File: config.mk
export PLATFORM = sky130hd
export DESIGN_NAME = tone_cadence_matcher_top
export DESIGN_NICKNAME = d
export VERILOG_FILES = /design/src/tcm_pkg.sv /design/src/tone_cadence_matcher_top.sv /design/src/tcm_ram.sv /design/src/tcm_front.sv /design/src/tcm_back.sv
export VERILOG_INCLUDE_DIRS = /design/src /design/src/src
export SDC_FILE = /design/constraint.sdc
export NUM_CORES = 2
export LEC_CHECK = 0
export ABC_AREA = 1
export ABC_CLOCK_PERIOD_IN_PS = 13000
export BUFFER_PORTS_ARGS = -buffer_cell sky130_fd_sc_hd__buf_2
export CAP_MARGIN = 5
export CORE_MARGIN = 2
export CORE_UTILIZATION = 45
export DETAILED_ROUTE_END_ITERATION = 8
export GPL_ROUTABILITY_DRIVEN = 0
export SLEW_MARGIN = 10
export SYNTH_ARGS = -nofsm -noshare
export SYNTH_HDL_FRONTEND = slang
export SYNTH_SLANG_ARGS = --single-unit
File: constraint.sdc
create_clock -name clk -period 13 [get_ports clk]
set_input_delay 1.3 -clock clk [delete_from_list [all_inputs] [get_ports clk]]
set_output_delay 1.3 -clock clk [all_outputs]
set_load 0.02 [all_outputs]
File: src/tone_cadence_matcher_top_macros.svh
// Assertion macros for the checked module, tcm_back.
// Both expect a signal named clk, and TCM_ASSERT also rst_n, in the module that uses them.
`ifndef TONE_CADENCE_MATCHER_TOP_MACROS_SVH
`define TONE_CADENCE_MATCHER_TOP_MACROS_SVH

// Check outside reset.
`define TCM_ASSERT(lbl, prop, msg) \
  lbl: assert property (@(posedge clk) disable iff (!rst_n) prop) \
    else $error(msg);

// Check at every edge, reset included.
`define TCM_ASSERT_ALWAYS(lbl, prop, msg) \
  lbl: assert property (@(posedge clk) prop) else $error(msg);

`endif

File: src/tcm_pkg.sv
`timescale 1ns / 1ps
package tcm_pkg;

  // Classified input command, carried through the queue
  typedef enum logic [1:0] {
    CMD_NONE   = 2'd0,
    CMD_TONE   = 2'd1,
    CMD_ABSENT = 2'd2,
    CMD_CLEAR  = 2'd3
  } cmd_t;

  typedef struct packed {
    cmd_t cmd;
  } q_item_t;

  // Input verdict codes
  localparam logic [1:0] VERDICT_TONE   = 2'd1;
  localparam logic [1:0] VERDICT_ABSENT = 2'd2;

  // Result codes
  typedef enum logic [1:0] {
    OUT_NONE    = 2'd0,
    OUT_DETECT  = 2'd1,
    OUT_RESTART = 2'd2
  } outcome_t;

  // Register indexes
  typedef enum logic [2:0] {
    REG_MODE      = 3'd0,
    REG_TOLERANCE = 3'd1,
    REG_TONE_LIM  = 3'd2,
    REG_GAP_LIM   = 3'd3,
    REG_SILENCE   = 3'd4,
    REG_REQUIRED  = 3'd5,
    REG_PATTERN   = 3'd6,
    REG_PMIN      = 3'd7
  } reg_idx_t;

  typedef struct packed {
    logic [2:0]  match_mode;
    logic [15:0] tolerance;
    logic [31:0] tone_limits;
    logic [31:0] gap_limits;
    logic [15:0] silence_limit;
    logic [4:0]  required_periods;
    logic [63:0] pattern_words;
    logic [3:0]  pattern_min_index;
  } cfg_t;

  localparam logic [3:0] FAIL_MAX = 4'd15;

  // Back end sequencer states
  typedef enum logic [1:0] {
    BS_IDLE = 2'd0,
    BS_ADDR = 2'd1,
    BS_EVAL = 2'd2
  } back_state_t;

endpackage

File: src/tone_cadence_matcher_top.sv
`timescale 1ns / 1ps
// Channel   Handshake          Payload
// in_       in_valid/in_stall  in_kind, in_verdict
// out_      out_valid/out_stall out_outcome, out_filter_reset
// cfg_      cfg_we             cfg_index, cfg_data (no read-back)
//
// An item is registered in a two-entry queue before it reaches the back end.
// Most items are handled as they are popped; a tone end that triggers a match
// walks the period stores with an address state and an evaluate state per record
// read (registered RAM read): three records for the fixed form, required_periods
// (at least two) for the looped form, three or six for the unrolled form.
// Reset is synchronous, active low; the period stores read as zero until written.
// in_stall rises while the queue is full; out_stall holds a valid result register
// and the back end then stops taking queued items.
module tone_cadence_matcher_top #(
  parameter int MAX_PERIODS  = 16,
  parameter int MAX_FAILURES = 8,
  parameter int LENGTH_BITS  = 16
) (
  input  logic        clk,
  input  logic        rst_n,
  input  logic        in_valid,
  output logic        in_stall,
  input  logic        in_kind,
  input  logic [1:0]  in_verdict,
  output logic        out_valid,
  input  logic        out_stall,
  output logic [1:0]  out_outcome,
  output logic        out_filter_reset,
  input  logic        cfg_we,
  input  logic [2:0]  cfg_index,
  input  logic [63:0] cfg_data
);

  tcm_pkg::cfg_t    cfg_r;
  logic             q_valid, q_pop;
  tcm_pkg::q_item_t q_item;

  // Configuration register file
  always_ff @(posedge clk) begin
    if (!rst_n) begin
      cfg_r.match_mode        <= 3'd0;
      cfg_r.tolerance         <= 16'd3;
      cfg_r.tone_limits       <= 32'd0;
      cfg_r.gap_limits        <= 32'd0;
      cfg_r.silence_limit     <= 16'hFFFF;
      cfg_r.required_periods  <= 5'd2;
      cfg_r.pattern_words     <= 64'd0;
      cfg_r.pattern_min_index <= 4'd2;
    end else if (cfg_we) begin
      case (cfg_index)
        tcm_pkg::REG_MODE:      cfg_r.match_mode        <= cfg_data[2:0];
        tcm_pkg::REG_TOLERANCE: cfg_r.tolerance         <= cfg_data[15:0];
        tcm_pkg::REG_TONE_LIM:  cfg_r.tone_limits       <= cfg_data[31:0];
        tcm_pkg::REG_GAP_LIM:   cfg_r.gap_limits        <= cfg_data[31:0];
        tcm_pkg::REG_SILENCE:   cfg_r.silence_limit     <= cfg_data[15:0];
        tcm_pkg::REG_REQUIRED:  cfg_r.required_periods  <= cfg_data[4:0];
        tcm_pkg::REG_PATTERN:   cfg_r.pattern_words     <= cfg_data;
        tcm_pkg::REG_PMIN:      cfg_r.pattern_min_index <= cfg_data[3:0];
        default: ;
      endcase
    end
  end

  tcm_front u_front (
    .clk(clk), .rst_n(rst_n),
    .in_valid(in_valid), .in_stall(in_stall),
    .in_kind(in_kind), .in_verdict(in_verdict),
    .q_valid(q_valid), .q_item(q_item), .q_pop(q_pop)
  );

  tcm_back #(
    .MAX_PERIODS(MAX_PERIODS), .MAX_FAILURES(MAX_FAILURES), .LENGTH_BITS(LENGTH_BITS)
  ) u_back (
    .clk(clk), .rst_n(rst_n), .cfg(cfg_r),
    .q_valid(q_valid), .q_item(q_item), .q_pop(q_pop),
    .out_valid(out_valid), .out_stall(out_stall),
    .out_outcome(out_outcome), .out_filter_reset(out_filter_reset)
  );

endmodule

File: src/tcm_ram.sv
`timescale 1ns / 1ps
module tcm_ram #(
  parameter int WIDTH = 16,
  parameter int DEPTH = 16
) (
  input  logic                     clk,
  input  logic                     we,
  input  logic [$clog2(DEPTH)-1:0] waddr,
  input  logic [WIDTH-1:0]         wdata,
  input  logic [$clog2(DEPTH)-1:0] raddr,
  output logic [WIDTH-1:0]         rdata
);

  logic [WIDTH-1:0] mem [DEPTH];

  // Write port and registered read port
  always_ff @(posedge clk) begin
    if (we) begin
      mem[waddr] <= wdata;
    end
    rdata <= mem[raddr];
  end

endmodule

File: src/tcm_front.sv
`timescale 1ns / 1ps
module tcm_front (
  input  logic              clk,
  input  logic              rst_n,
  input  logic              in_valid,
  output logic              in_stall,
  input  logic              in_kind,
  input  logic [1:0]        in_verdict,
  output logic              q_valid,
  output tcm_pkg::q_item_t  q_item,
  input  logic              q_pop
);

  tcm_pkg::q_item_t slot_r [2];
  logic             wr_ptr_r, wr_ptr_nxt;
  logic             rd_ptr_r, rd_ptr_nxt;
  logic [1:0]       cnt_r, cnt_nxt;
  logic             push;
  tcm_pkg::q_item_t item_in;

  // Classify the incoming transfer
  always_comb begin
    if (in_kind) begin
      item_in.cmd = tcm_pkg::CMD_CLEAR;
    end else begin
      case (in_verdict)
        tcm_pkg::VERDICT_TONE:   item_in.cmd = tcm_pkg::CMD_TONE;
        tcm_pkg::VERDICT_ABSENT: item_in.cmd = tcm_pkg::CMD_ABSENT;
        default:                 item_in.cmd = tcm_pkg::CMD_NONE;
      endcase
    end
  end

  assign in_stall = (cnt_r == 2'd2);
  assign push     = in_valid && !in_stall;
  assign q_valid  = (cnt_r != 2'd0);
  assign q_item   = slot_r[rd_ptr_r];

  // Advance pointers and count
  always_comb begin
    wr_ptr_nxt = push ? !wr_ptr_r : wr_ptr_r;
    rd_ptr_nxt = q_pop ? !rd_ptr_r : rd_ptr_r;
    cnt_nxt    = cnt_r + 2'(push) - 2'(q_pop);
  end

  always_ff @(posedge clk) begin
    if (!rst_n) begin
      wr_ptr_r <= 1'b0;
      rd_ptr_r <= 1'b0;
      cnt_r    <= 2'd0;
    end else begin
      wr_ptr_r <= wr_ptr_nxt;
      rd_ptr_r <= rd_ptr_nxt;
      cnt_r    <= cnt_nxt;
    end
  end

  // Hold queued items
  always_ff @(posedge clk) begin
    if (push) begin
      slot_r[wr_ptr_r] <= item_in;
    end
  end

endmodule

File: src/tcm_back.sv
`timescale 1ns / 1ps
`include "tone_cadence_matcher_top_macros.svh"
module tcm_back #(
  parameter int MAX_PERIODS  = 16,
  parameter int MAX_FAILURES = 8,
  parameter int LENGTH_BITS  = 16
) (
  input  logic             clk,
  input  logic             rst_n,
  input  tcm_pkg::cfg_t    cfg,
  input  logic             q_valid,
  input  tcm_pkg::q_item_t q_item,
  output logic             q_pop,
  output logic             out_valid,
  input  logic             out_stall,
  output logic [1:0]       out_outcome,
  output logic             out_filter_reset
);

  localparam int LW = LENGTH_BITS;
  localparam int PW = $clog2(MAX_PERIODS);
  localparam int CW = (LENGTH_BITS > 16) ? LENGTH_BITS : 16;
  localparam int XW = PW + 6;
  localparam logic [LW-1:0] LEN_MAX = {LW{1'b1}};

  function automatic logic [CW-1:0] absdiff(input logic [CW-1:0] a, input logic [CW-1:0] b);
    absdiff = (a > b) ? a - b : b - a;
  endfunction

  tcm_pkg::back_state_t state_r, state_nxt;
  logic                 in_tone_r, in_tone_nxt;
  logic [LW-1:0]        run_r, run_nxt;
  logic [PW-1:0]        pidx_r, pidx_nxt;
  logic [3:0]           fail_r, fail_nxt;
  logic [MAX_PERIODS-1:0] tvld_r, gvld_r;
  logic                 tvld_q, gvld_q;
  logic [PW-1:0]        last_r, last_nxt;
  logic [PW-1:0]        k_r, k_nxt;
  logic                 ok_r, ok_nxt, one_r, one_nxt, two_r, two_nxt;
  logic [CW-1:0]        g_r, g_nxt, t_r, t_nxt, gp_r, gp_nxt;
  logic                 out_valid_r, out_valid_nxt;
  logic [1:0]           out_outcome_r, out_outcome_nxt;
  logic                 out_fr_r, out_fr_nxt;

  logic                 t_we, g_we;
  logic [PW-1:0]        t_waddr, g_waddr, rd_addr;
  logic [LW-1:0]        t_wdata, g_wdata, t_rdata, g_rdata;

  logic                 fixed_m, looped_m, can_go, go_match, last_step, is_ref, hit;
  logic [XW-1:0]        cyc_x, loop_end_x, k_x, final_k_x, ref_x, newp_x;
  logic [PW-1:0]        ref_a;
  logic [CW-1:0]        tol_c, tq, gq, p0, p1, p2, p3;
  logic [LW-1:0]        run_inc;

  tcm_ram #(.WIDTH(LW), .DEPTH(MAX_PERIODS)) u_tone_ram (
    .clk(clk), .we(t_we), .waddr(t_waddr), .wdata(t_wdata),
    .raddr(rd_addr), .rdata(t_rdata)
  );

  tcm_ram #(.WIDTH(LW), .DEPTH(MAX_PERIODS)) u_gap_ram (
    .clk(clk), .we(g_we), .waddr(g_waddr), .wdata(g_wdata),
    .raddr(rd_addr), .rdata(g_rdata)
  );

  // Decode mode, tolerance floor and match walk bounds
  always_comb begin
    fixed_m    = cfg.match_mode[0];
    looped_m   = !cfg.match_mode[0] && cfg.match_mode[1];
    tol_c      = (cfg.tolerance <= 16'd2) ? CW'(16'd3) : CW'(cfg.tolerance);
    p0         = CW'(cfg.pattern_words[15:0]);
    p1         = CW'(cfg.pattern_words[31:16]);
    p2         = CW'(cfg.pattern_words[47:32]);
    p3         = CW'(cfg.pattern_words[63:48]);
    cyc_x      = XW'(cfg.required_periods);
    loop_end_x = (cyc_x >= XW'(2)) ? cyc_x - XW'(1) : XW'(1);
    k_x        = XW'(k_r);
    is_ref     = (k_x == loop_end_x);
    if (fixed_m) begin
      final_k_x = XW'(2);
    end else if (looped_m) begin
      final_k_x = loop_end_x;
    end else begin
      final_k_x = (last_r > PW'(5)) ? XW'(5) : XW'(2);
    end
    last_step = (k_x == final_k_x);
    ref_x     = XW'(last_r) + XW'(1) - cyc_x;
    ref_a     = (ref_x >= XW'(MAX_PERIODS)) ? '0 : ref_x[PW-1:0];
    if (fixed_m) begin
      rd_addr = k_r;
    end else if (looped_m && is_ref) begin
      rd_addr = ref_a;
    end else if (k_r > last_r) begin
      // Step back round the ring past index zero
      rd_addr = PW'(XW'(last_r) + XW'(MAX_PERIODS) - k_x);
    end else begin
      rd_addr = last_r - k_r;
    end
    tq = CW'(tvld_q ? t_rdata : '0);
    gq = CW'(gvld_q ? g_rdata : '0);
  end

  // Classify the popped item against the run state
  always_comb begin
    can_go   = q_valid && (!out_valid_r || !out_stall);
    q_pop    = (state_r == tcm_pkg::BS_IDLE) && can_go;
    run_inc  = (run_r != LEN_MAX) ? run_r + LW'(1) : run_r;
    newp_x   = XW'(pidx_r) + XW'(1);
    go_match = q_pop && (q_item.cmd == tcm_pkg::CMD_ABSENT) && in_tone_r
               && (pidx_r != '0) && (newp_x >= cyc_x)
               && (fixed_m || looped_m || (pidx_r > PW'(1)));
  end

  // Next state
  always_comb begin
    state_nxt = state_r;
    case (state_r)
      tcm_pkg::BS_IDLE: if (go_match) state_nxt = tcm_pkg::BS_ADDR;
      tcm_pkg::BS_ADDR: state_nxt = tcm_pkg::BS_EVAL;
      tcm_pkg::BS_EVAL: state_nxt = last_step ? tcm_pkg::BS_IDLE : tcm_pkg::BS_ADDR;
      default:          state_nxt = tcm_pkg::BS_IDLE;
    endcase
  end

  // Datapath and result register
  always_comb begin
    in_tone_nxt     = in_tone_r;
    run_nxt         = run_r;
    pidx_nxt        = pidx_r;
    fail_nxt        = fail_r;
    last_nxt        = last_r;
    k_nxt           = k_r;
    ok_nxt          = ok_r;
    one_nxt         = one_r;
    two_nxt         = two_r;
    g_nxt           = g_r;
    t_nxt           = t_r;
    gp_nxt          = gp_r;
    out_valid_nxt   = out_valid_r && out_stall;
    out_outcome_nxt = out_outcome_r;
    out_fr_nxt      = out_fr_r;
    t_we            = 1'b0;
    t_waddr         = pidx_r;
    t_wdata         = run_r;
    g_we            = 1'b0;
    g_waddr         = pidx_r;
    g_wdata         = run_r;
    hit             = 1'b0;

    case (state_r)
      tcm_pkg::BS_IDLE: begin
        if (q_pop) begin
          out_outcome_nxt = tcm_pkg::OUT_NONE;
          out_fr_nxt      = 1'b0;
          case (q_item.cmd)
            tcm_pkg::CMD_CLEAR: begin
              in_tone_nxt = 1'b0;
              run_nxt     = '0;
              pidx_nxt    = '0;
              fail_nxt    = '0;
              out_fr_nxt  = 1'b1;
            end
            tcm_pkg::CMD_TONE: begin
              if (cfg.match_mode[2]) out_outcome_nxt = tcm_pkg::OUT_DETECT;
              if (in_tone_r) begin
                if (!fixed_m && (cfg.tone_limits[31:16] == 16'd0)) begin
                  in_tone_nxt     = 1'b0;
                  run_nxt         = '0;
                  pidx_nxt        = '0;
                  out_outcome_nxt = tcm_pkg::OUT_DETECT;
                end else begin
                  run_nxt = run_inc;
                end
              end else begin
                in_tone_nxt = 1'b1;
                g_we        = 1'b1;
                run_nxt     = '0;
              end
            end
            tcm_pkg::CMD_ABSENT: begin
              if (!in_tone_r) begin
                run_nxt = run_inc;
                if (CW'(run_inc) > CW'(cfg.silence_limit)) pidx_nxt = '0;
              end else begin
                t_we     = 1'b1;
                last_nxt = pidx_r;
                if (pidx_r == '0) begin
                  if (fail_r != tcm_pkg::FAIL_MAX) fail_nxt = fail_r + 4'd1;
                end
                pidx_nxt    = (newp_x > XW'(MAX_PERIODS - 1)) ? '0 : newp_x[PW-1:0];
                run_nxt     = '0;
                in_tone_nxt = 1'b0;
              end
            end
            default: ;
          endcase
          if (go_match) begin
            // Start the record walk
            k_nxt   = '0;
            ok_nxt  = fixed_m ? (PW'(cfg.pattern_min_index) <= pidx_r
                                 && XW'(cfg.pattern_min_index) < XW'(MAX_PERIODS)
                                 || XW'(cfg.pattern_min_index) <= XW'(pidx_r)) : 1'b1;
            one_nxt = 1'b1;
            two_nxt = 1'b1;
          end else begin
            out_valid_nxt = 1'b1;
            if (fail_nxt > 4'(MAX_FAILURES)) begin
              in_tone_nxt     = 1'b0;
              run_nxt         = '0;
              pidx_nxt        = '0;
              out_fr_nxt      = 1'b1;
              out_outcome_nxt = tcm_pkg::OUT_RESTART;
            end
          end
        end
      end
      tcm_pkg::BS_EVAL: begin
        if (fixed_m) begin
          if (k_r == PW'(0)) begin
            ok_nxt = ok_r && (absdiff(tq, p0) <= tol_c);
          end else if (k_r == PW'(1)) begin
            ok_nxt = ok_r && (absdiff(gq, p1) <= tol_c) && (absdiff(tq, p2) <= tol_c);
          end else begin
            ok_nxt = ok_r && (absdiff(gq, p3) <= tol_c);
          end
        end else if (looped_m) begin
          if (k_r == PW'(0)) begin
            g_nxt  = gq;
            t_nxt  = tq;
            ok_nxt = ok_r && (gq >= CW'(cfg.gap_limits[15:0]))
                     && (gq <= CW'(cfg.gap_limits[31:16]))
                     && (tq >= CW'(cfg.tone_limits[15:0]))
                     && (tq <= CW'(cfg.tone_limits[31:16]));
          end else if (is_ref) begin
            ok_nxt = ok_r && !(g_r > gq) && (absdiff(t_r, tq) < tol_c);
          end else begin
            ok_nxt = ok_r && (absdiff(g_r, gq) < tol_c);
          end
        end else begin
          if (k_r == PW'(0)) begin
            g_nxt  = gq;
            t_nxt  = tq;
            ok_nxt = ok_r && (gq >= CW'(cfg.gap_limits[15:0]))
                     && (gq <= CW'(cfg.gap_limits[31:16]))
                     && (tq >= CW'(cfg.tone_limits[15:0]))
                     && (tq <= CW'(cfg.tone_limits[31:16]));
          end else if (k_r == PW'(1)) begin
            gp_nxt  = gq;
            one_nxt = one_r && (absdiff(g_r, gq) < tol_c) && (absdiff(t_r, tq) < tol_c);
          end else if (k_r == PW'(2) || k_r == PW'(4)) begin
            if (k_r == PW'(2)) begin
              one_nxt = one_r && (absdiff(g_r, gq) < tol_c) && (absdiff(t_r, tq) < tol_c);
            end
            two_nxt = two_r && (absdiff(g_r, gq) < tol_c) && (absdiff(t_r, tq) < tol_c);
          end else begin
            two_nxt = two_r && (absdiff(gp_r, gq) < tol_c);
          end
        end
        k_nxt = k_r + PW'(1);
        if (last_step) begin
          if (fixed_m || looped_m) begin
            hit = ok_nxt;
          end else begin
            hit = ok_nxt && (one_nxt || ((last_r > PW'(5)) && two_nxt));
          end
          out_valid_nxt   = 1'b1;
          out_outcome_nxt = tcm_pkg::OUT_NONE;
          out_fr_nxt      = 1'b0;
          if (hit) begin
            in_tone_nxt     = 1'b0;
            run_nxt         = '0;
            pidx_nxt        = '0;
            out_fr_nxt      = 1'b1;
            out_outcome_nxt = tcm_pkg::OUT_DETECT;
          end
          if (fail_r > 4'(MAX_FAILURES)) begin
            in_tone_nxt     = 1'b0;
            run_nxt         = '0;
            pidx_nxt        = '0;
            out_fr_nxt      = 1'b1;
            out_outcome_nxt = tcm_pkg::OUT_RESTART;
          end
        end
      end
      default: ;
    endcase
  end

  // Control registers and store valid bits
  always_ff @(posedge clk) begin
    if (!rst_n) begin
      state_r     <= tcm_pkg::BS_IDLE;
      in_tone_r   <= 1'b0;
      run_r       <= '0;
      pidx_r      <= '0;
      fail_r      <= '0;
      tvld_r      <= '0;
      gvld_r      <= '0;
      out_valid_r <= 1'b0;
    end else begin
      state_r     <= state_nxt;
      in_tone_r   <= in_tone_nxt;
      run_r       <= run_nxt;
      pidx_r      <= pidx_nxt;
      fail_r      <= fail_nxt;
      out_valid_r <= out_valid_nxt;
      if (t_we) tvld_r[t_waddr] <= 1'b1;
      if (g_we) gvld_r[g_waddr] <= 1'b1;
    end
  end

  // Walk and result payload
  always_ff @(posedge clk) begin
    tvld_q        <= tvld_r[rd_addr];
    gvld_q        <= gvld_r[rd_addr];
    last_r        <= last_nxt;
    k_r           <= k_nxt;
    ok_r          <= ok_nxt;
    one_r         <= one_nxt;
    two_r         <= two_nxt;
    g_r           <= g_nxt;
    t_r           <= t_nxt;
    gp_r          <= gp_nxt;
    out_outcome_r <= out_outcome_nxt;
    out_fr_r      <= out_fr_nxt;
  end

  assign out_valid        = out_valid_r;
  assign out_outcome      = out_outcome_r;
  assign out_filter_reset = out_fr_r;

  `TCM_ASSERT(a_walk_slot_free, (state_r != tcm_pkg::BS_IDLE) |-> !out_valid_r, "result slot busy during record walk")
  `TCM_ASSERT(a_pidx_range, XW'(pidx_r) < XW'(MAX_PERIODS), "period index outside ring")
  `TCM_ASSERT(a_fail_cleared, (fail_r > 4'(MAX_FAILURES)) |-> (!in_tone_r && run_r == '0), "run state kept after too many failures")
  `TCM_ASSERT_ALWAYS(a_reset_clear, !rst_n |=> (!out_valid_r && state_r == tcm_pkg::BS_IDLE), "reset did not clear back end")

endmodule

==> results_dict.tcl <==
set metrics [dict create \
    run_status "finished, final reports clean" \
    synth.yosys.warnings 0 \
    worst_hold_endpoint "u_back.state_r[1]$_SDFFE_PN0N_" \
    die_w_um 334 \
    maxCapViolCount 0 \
    period_minus_slack_ns 7.81 \
    synth-async-reset-ratio 0 \
    final-setup-viol-count 0 \
    final.fill_count 10200 \
    hold_depth 1 \
    clock_tree.htree_level_count 3 \
    regToRegSetupSlack_ns 5.19 \
    placement_cell_area_mm2 0.0509 \
    worst_path_max_delay_cell "sky130_fd_sc_hd__dfxtp_1" \
    hold_path.startpoint "u_back.state_r[1]$_SDFFE_PN0N_" \
    syn_nets 6062 \
    number_of_antenna_violations_at_the_first_check_in_global_routing 4 \
    drt-total-wl_mm 143 \
    grt_setup_unrepaired "false" \
    final.period_utilization 0.601 \
    tightestPinTransition_ns 1.20 \
    timing.critical_path.fanout_max 40 \
    cell_repeated_most_along_the_worst_path "sky130_fd_sc_hd__nand2_1" \
    synth_area_per_cell_um2 8.88 \
    cell_area_after_synthesis_mm2 0.0491 \
    finalClockSkew_ns 0.0230 \
    track_usage 0.252 \
    timing_worst_setup_path_type "flop to flop" \
    timing.hold.worst.class "flop to flop" \
    yosys.cell_types.count 62 \
    remaining_drc_errors 0 \
    dr.first_iter.drc_count 3742 \
    die_area_mm2 0.112 \
    postCtsResizedCells 0 \
    clkTransAtPathRegs_ns 0.07 \
    post_cts.repair.setup_buffers 0 \
    row_count 121 \
    achievable-frequency_ghz 0.128 \
    crit_family "simple AND/OR/NAND/NOR gates" \
    antenna_violating_nets_post_route 0 \
    end_kind "flop" \
    wl_per_cell_um 20.4 \
    synth_top_cell_by_area "sky130_fd_sc_hd__edfxtp_1" \
    nNetsFinal 6082 \
    cts.sinks 849 \
    worst_ir_drop_vdd_uv 111 \
    timing.critical_path.from_type "flop" \
    clk_path_buf_depth 3 \
    yosys.area.top_type_share 0.353 \
    yosys_most_used_dff "sky130_fd_sc_hd__edfxtp_1" \
    first_pass_grt_wire_length_mm 217 \
    detailedPlace.worstSlack_ns 5.42 \
    max_slew_margin 0.192 \
    final_layout_size_suffix_gt1_frac 0.0620 \
    multi_input_comb_area_mm2 0.0220 \
    regToRegStartpoint "u_back.gvld_q$_DFF_P_" \
    final.setup.worst_slack_ns 5.19 \
    io_buffers 79 \
    vias 39000 \
    sum_of_negative_setup_slack_ns 0 \
    synth_top_cells_by_area "sky130_fd_sc_hd__edfxtp_1 (35%), sky130_fd_sc_hd__ha_1 (11%), sky130_fd_sc_hd__dfxtp_1 (11%), sky130_fd_sc_hd__inv_1 (6.9%), sky130_fd_sc_hd__nand2_1 (6.7%)" \
    clk-insertion-delay-late_ns 0.68 \
    worstPathRequired_ns 13.62 \
    grt-ovfl-total 0 \
    fp.dieH_um 334 \
    cp_data_arrival_time_ns 8.43 \
    critPathBufInv 5 \
    first_global_vias 36800 \
    tritoncts_buffer_count 92 \
    synthesis.instances 5529 \
    cts_tree "done" \
    top_level_ports 80 \
    power_dens_cells_mw_per_mm2 188 \
    worst_path_largest_cell_delay_ns 0.74 \
    final_area_mm2 0.0539 \
    synth-edff-count 578 \
    ff_latch_area_mm2 0.0228 \
    design.core.area_mm2 0.109 \
    hpwl_mm 96.1 \
    worstSetupStartpoint "u_back.gvld_q$_DFF_P_" \
    synth_seq_area_share 0.464 \
    worst_reg2reg_path_endpoint "u_back.g_waddr[2]$_SDFFE_PN0P_" \
    grt_max_degree 221 \
    area_delta_synth_final_pct 9.72 \
    firstDrtPassIters 6 \
    cts-hold-fix-buffers 0 \
    synth-seq-cells 849 \
    initial_core_util 0.452 \
    power.static_leakage_nw 23.0 \
    worst_r2r_path_depth 35 \
    detail_route.vias_per_cell 5.54 \
    final_number_of_max_transition_violations 0 \
    final-hold-violation-count 0 \
    finish.utilization 0.496 \
    cts_root_buffer "sky130_fd_sc_hd__clkbuf_16" \
]
## worst reg2reg max path, delay by kind of cell, from the launching register on
kind	cells	cell delay, ns
fa+ha+maj	2	0.62
simple gates	18	2.56
compound gates	9	2.37
buf+inv	5	1.21
xor+xnor	1	0.26
flops	1	0.74
## metal layers
layer / GRT usage / wire length (um)
met3: 0.0339 / 9260
met4: 0.0901 / 5520
met1: 0.345 / 63900
met2: 0.408 / 64700
met5: 0 / 0
## final cells by class
| class | count | area share |
|---|---|---|
| inverters | 916 | 0.0639 |
| flip-flops and latches | 849 | 0.423 |
| clock buffers | 130 | 0.0493 |
| multi-input cells | 3548 | 0.408 |
| clock inverters | 41 | 0.00657 |
| well taps | 1414 | 0.0328 |
| diodes | 1 | 0.0000464 |
| repair buffers | 142 | 0.0167 |
## kinds of logic after synthesis
group           Yosys count  synth area share
mux                      34           0.00731
buf+inv                1132            0.0904
fa+ha+maj               458             0.119
compound gates         1313             0.160
flops                   849             0.464
simple gates           1613             0.136
xor+xnor                130            0.0232
## synth_stat cells, types with 5 or more instances
cell type                    n
sky130_fd_sc_hd__inv_1     903
sky130_fd_sc_hd__nand2_1   883
sky130_fd_sc_hd__edfxtp_1  578
sky130_fd_sc_hd__a21oi_1   473
sky130_fd_sc_hd__ha_1      441
sky130_fd_sc_hd__o21ai_0   345
sky130_fd_sc_hd__nor2_1    322
sky130_fd_sc_hd__o211ai_1  310
sky130_fd_sc_hd__nand3_1   308
sky130_fd_sc_hd__dfxtp_1   271
sky130_fd_sc_hd__clkbuf_1  133
sky130_fd_sc_hd__xor2_1     93
sky130_fd_sc_hd__buf_2      53
sky130_fd_sc_hd__o21a_1     40
sky130_fd_sc_hd__nor3_1     39
sky130_fd_sc_hd__xnor2_1    37
sky130_fd_sc_hd__nand4_1    31
sky130_fd_sc_hd__mux2i_1    19
sky130_fd_sc_hd__o221ai_1   19
sky130_fd_sc_hd__a211oi_1   17
sky130_fd_sc_hd__a21o_1     17
sky130_fd_sc_hd__fa_1       17
sky130_fd_sc_hd__mux2_2     15
sky130_fd_sc_hd__buf_6      12
sky130_fd_sc_hd__nor4_1     12
sky130_fd_sc_hd__o21bai_1   12
sky130_fd_sc_hd__a31oi_1    11
sky130_fd_sc_hd__o21ai_1    11
sky130_fd_sc_hd__o31ai_1    10
sky130_fd_sc_hd__buf_1       9
sky130_fd_sc_hd__buf_4       9
sky130_fd_sc_hd__inv_2       9
sky130_fd_sc_hd__a221o_1     7
sky130_fd_sc_hd__a21boi_0    6
sky130_fd_sc_hd__a221oi_1    5
## power by group
group	switching [mW]	internal (mW)	total (mW)	leakage (nW)
Combinational	2.77	1.40	4.17	14.0
Sequential	0.109	3.23	3.34	7.52
Clock	1.14	1.48	2.62	1.49
## state kept, by name, indices dropped and copies added, names as in the netlist, 16 cells and up, named ones only
name and count:
u_back.u_gap_ram.mem 256, u_back.u_tone_ram.mem 256, cfg_r 172, u_back.g_r 16, u_back.g_wdata 16, u_back.gp_r 16, u_back.gvld_r 16, u_back.t_r 16
u_back.tvld_r 16, u_back.u_gap_ram.rdata 16, u_back.u_tone_ram.rdata 16
## cells in the final DEF (no fill, tap or decap), drive strengths merged, types with 37 or more instances in the layout
master / n
o21a: 40
ha: 441
nor2: 328
clkinv: 39
a21oi: 474
inv: 916
edfxtp: 578
dfxtp: 271
xnor2: 37
buf: 142
nand2: 883
xor2: 93
o211ai: 311
o21ai: 358
nor3: 39
nand3: 310
clkbuf: 130
## through the flow
| step | total power, mW | hold slack, ns | instances |
|---|---|---|---|
| after floorplan | 6.28 | 0.403 | 5529 |
| after global placement | 7.41 | 0.436 | 6869 |
| after detailed placement | 7.48 | 0.453 | 6869 |
| after CTS | 10.1 | 0.463 | 7040 |
| after global routing | 10.8 | 0.477 | 7041 |
| final | 10.1 | 0.459 | 7041 |
## worst max-delay path by stage
stage	to	slack, ns	cells after the start
3_3_place_gp	u_back.g_waddr[1]$_SDFFE_PN0P_	5.55	35
5_1_grt	u_back.g_waddr[1]$_SDFFE_PN0P_	4.69	35
4_1_cts	u_back.g_waddr[2]$_SDFFE_PN0P_	5.38	35
6_report	u_back.g_waddr[2]$_SDFFE_PN0P_	5.19	35
2_1_floorplan	u_back.g_wdata[12]$_SDFFE_PN0P_	7.88	38
3_5_place_dp	u_back.g_waddr[2]$_SDFFE_PN0P_	5.42	35
Note: power is estimated with default switching activity, not from simulation.
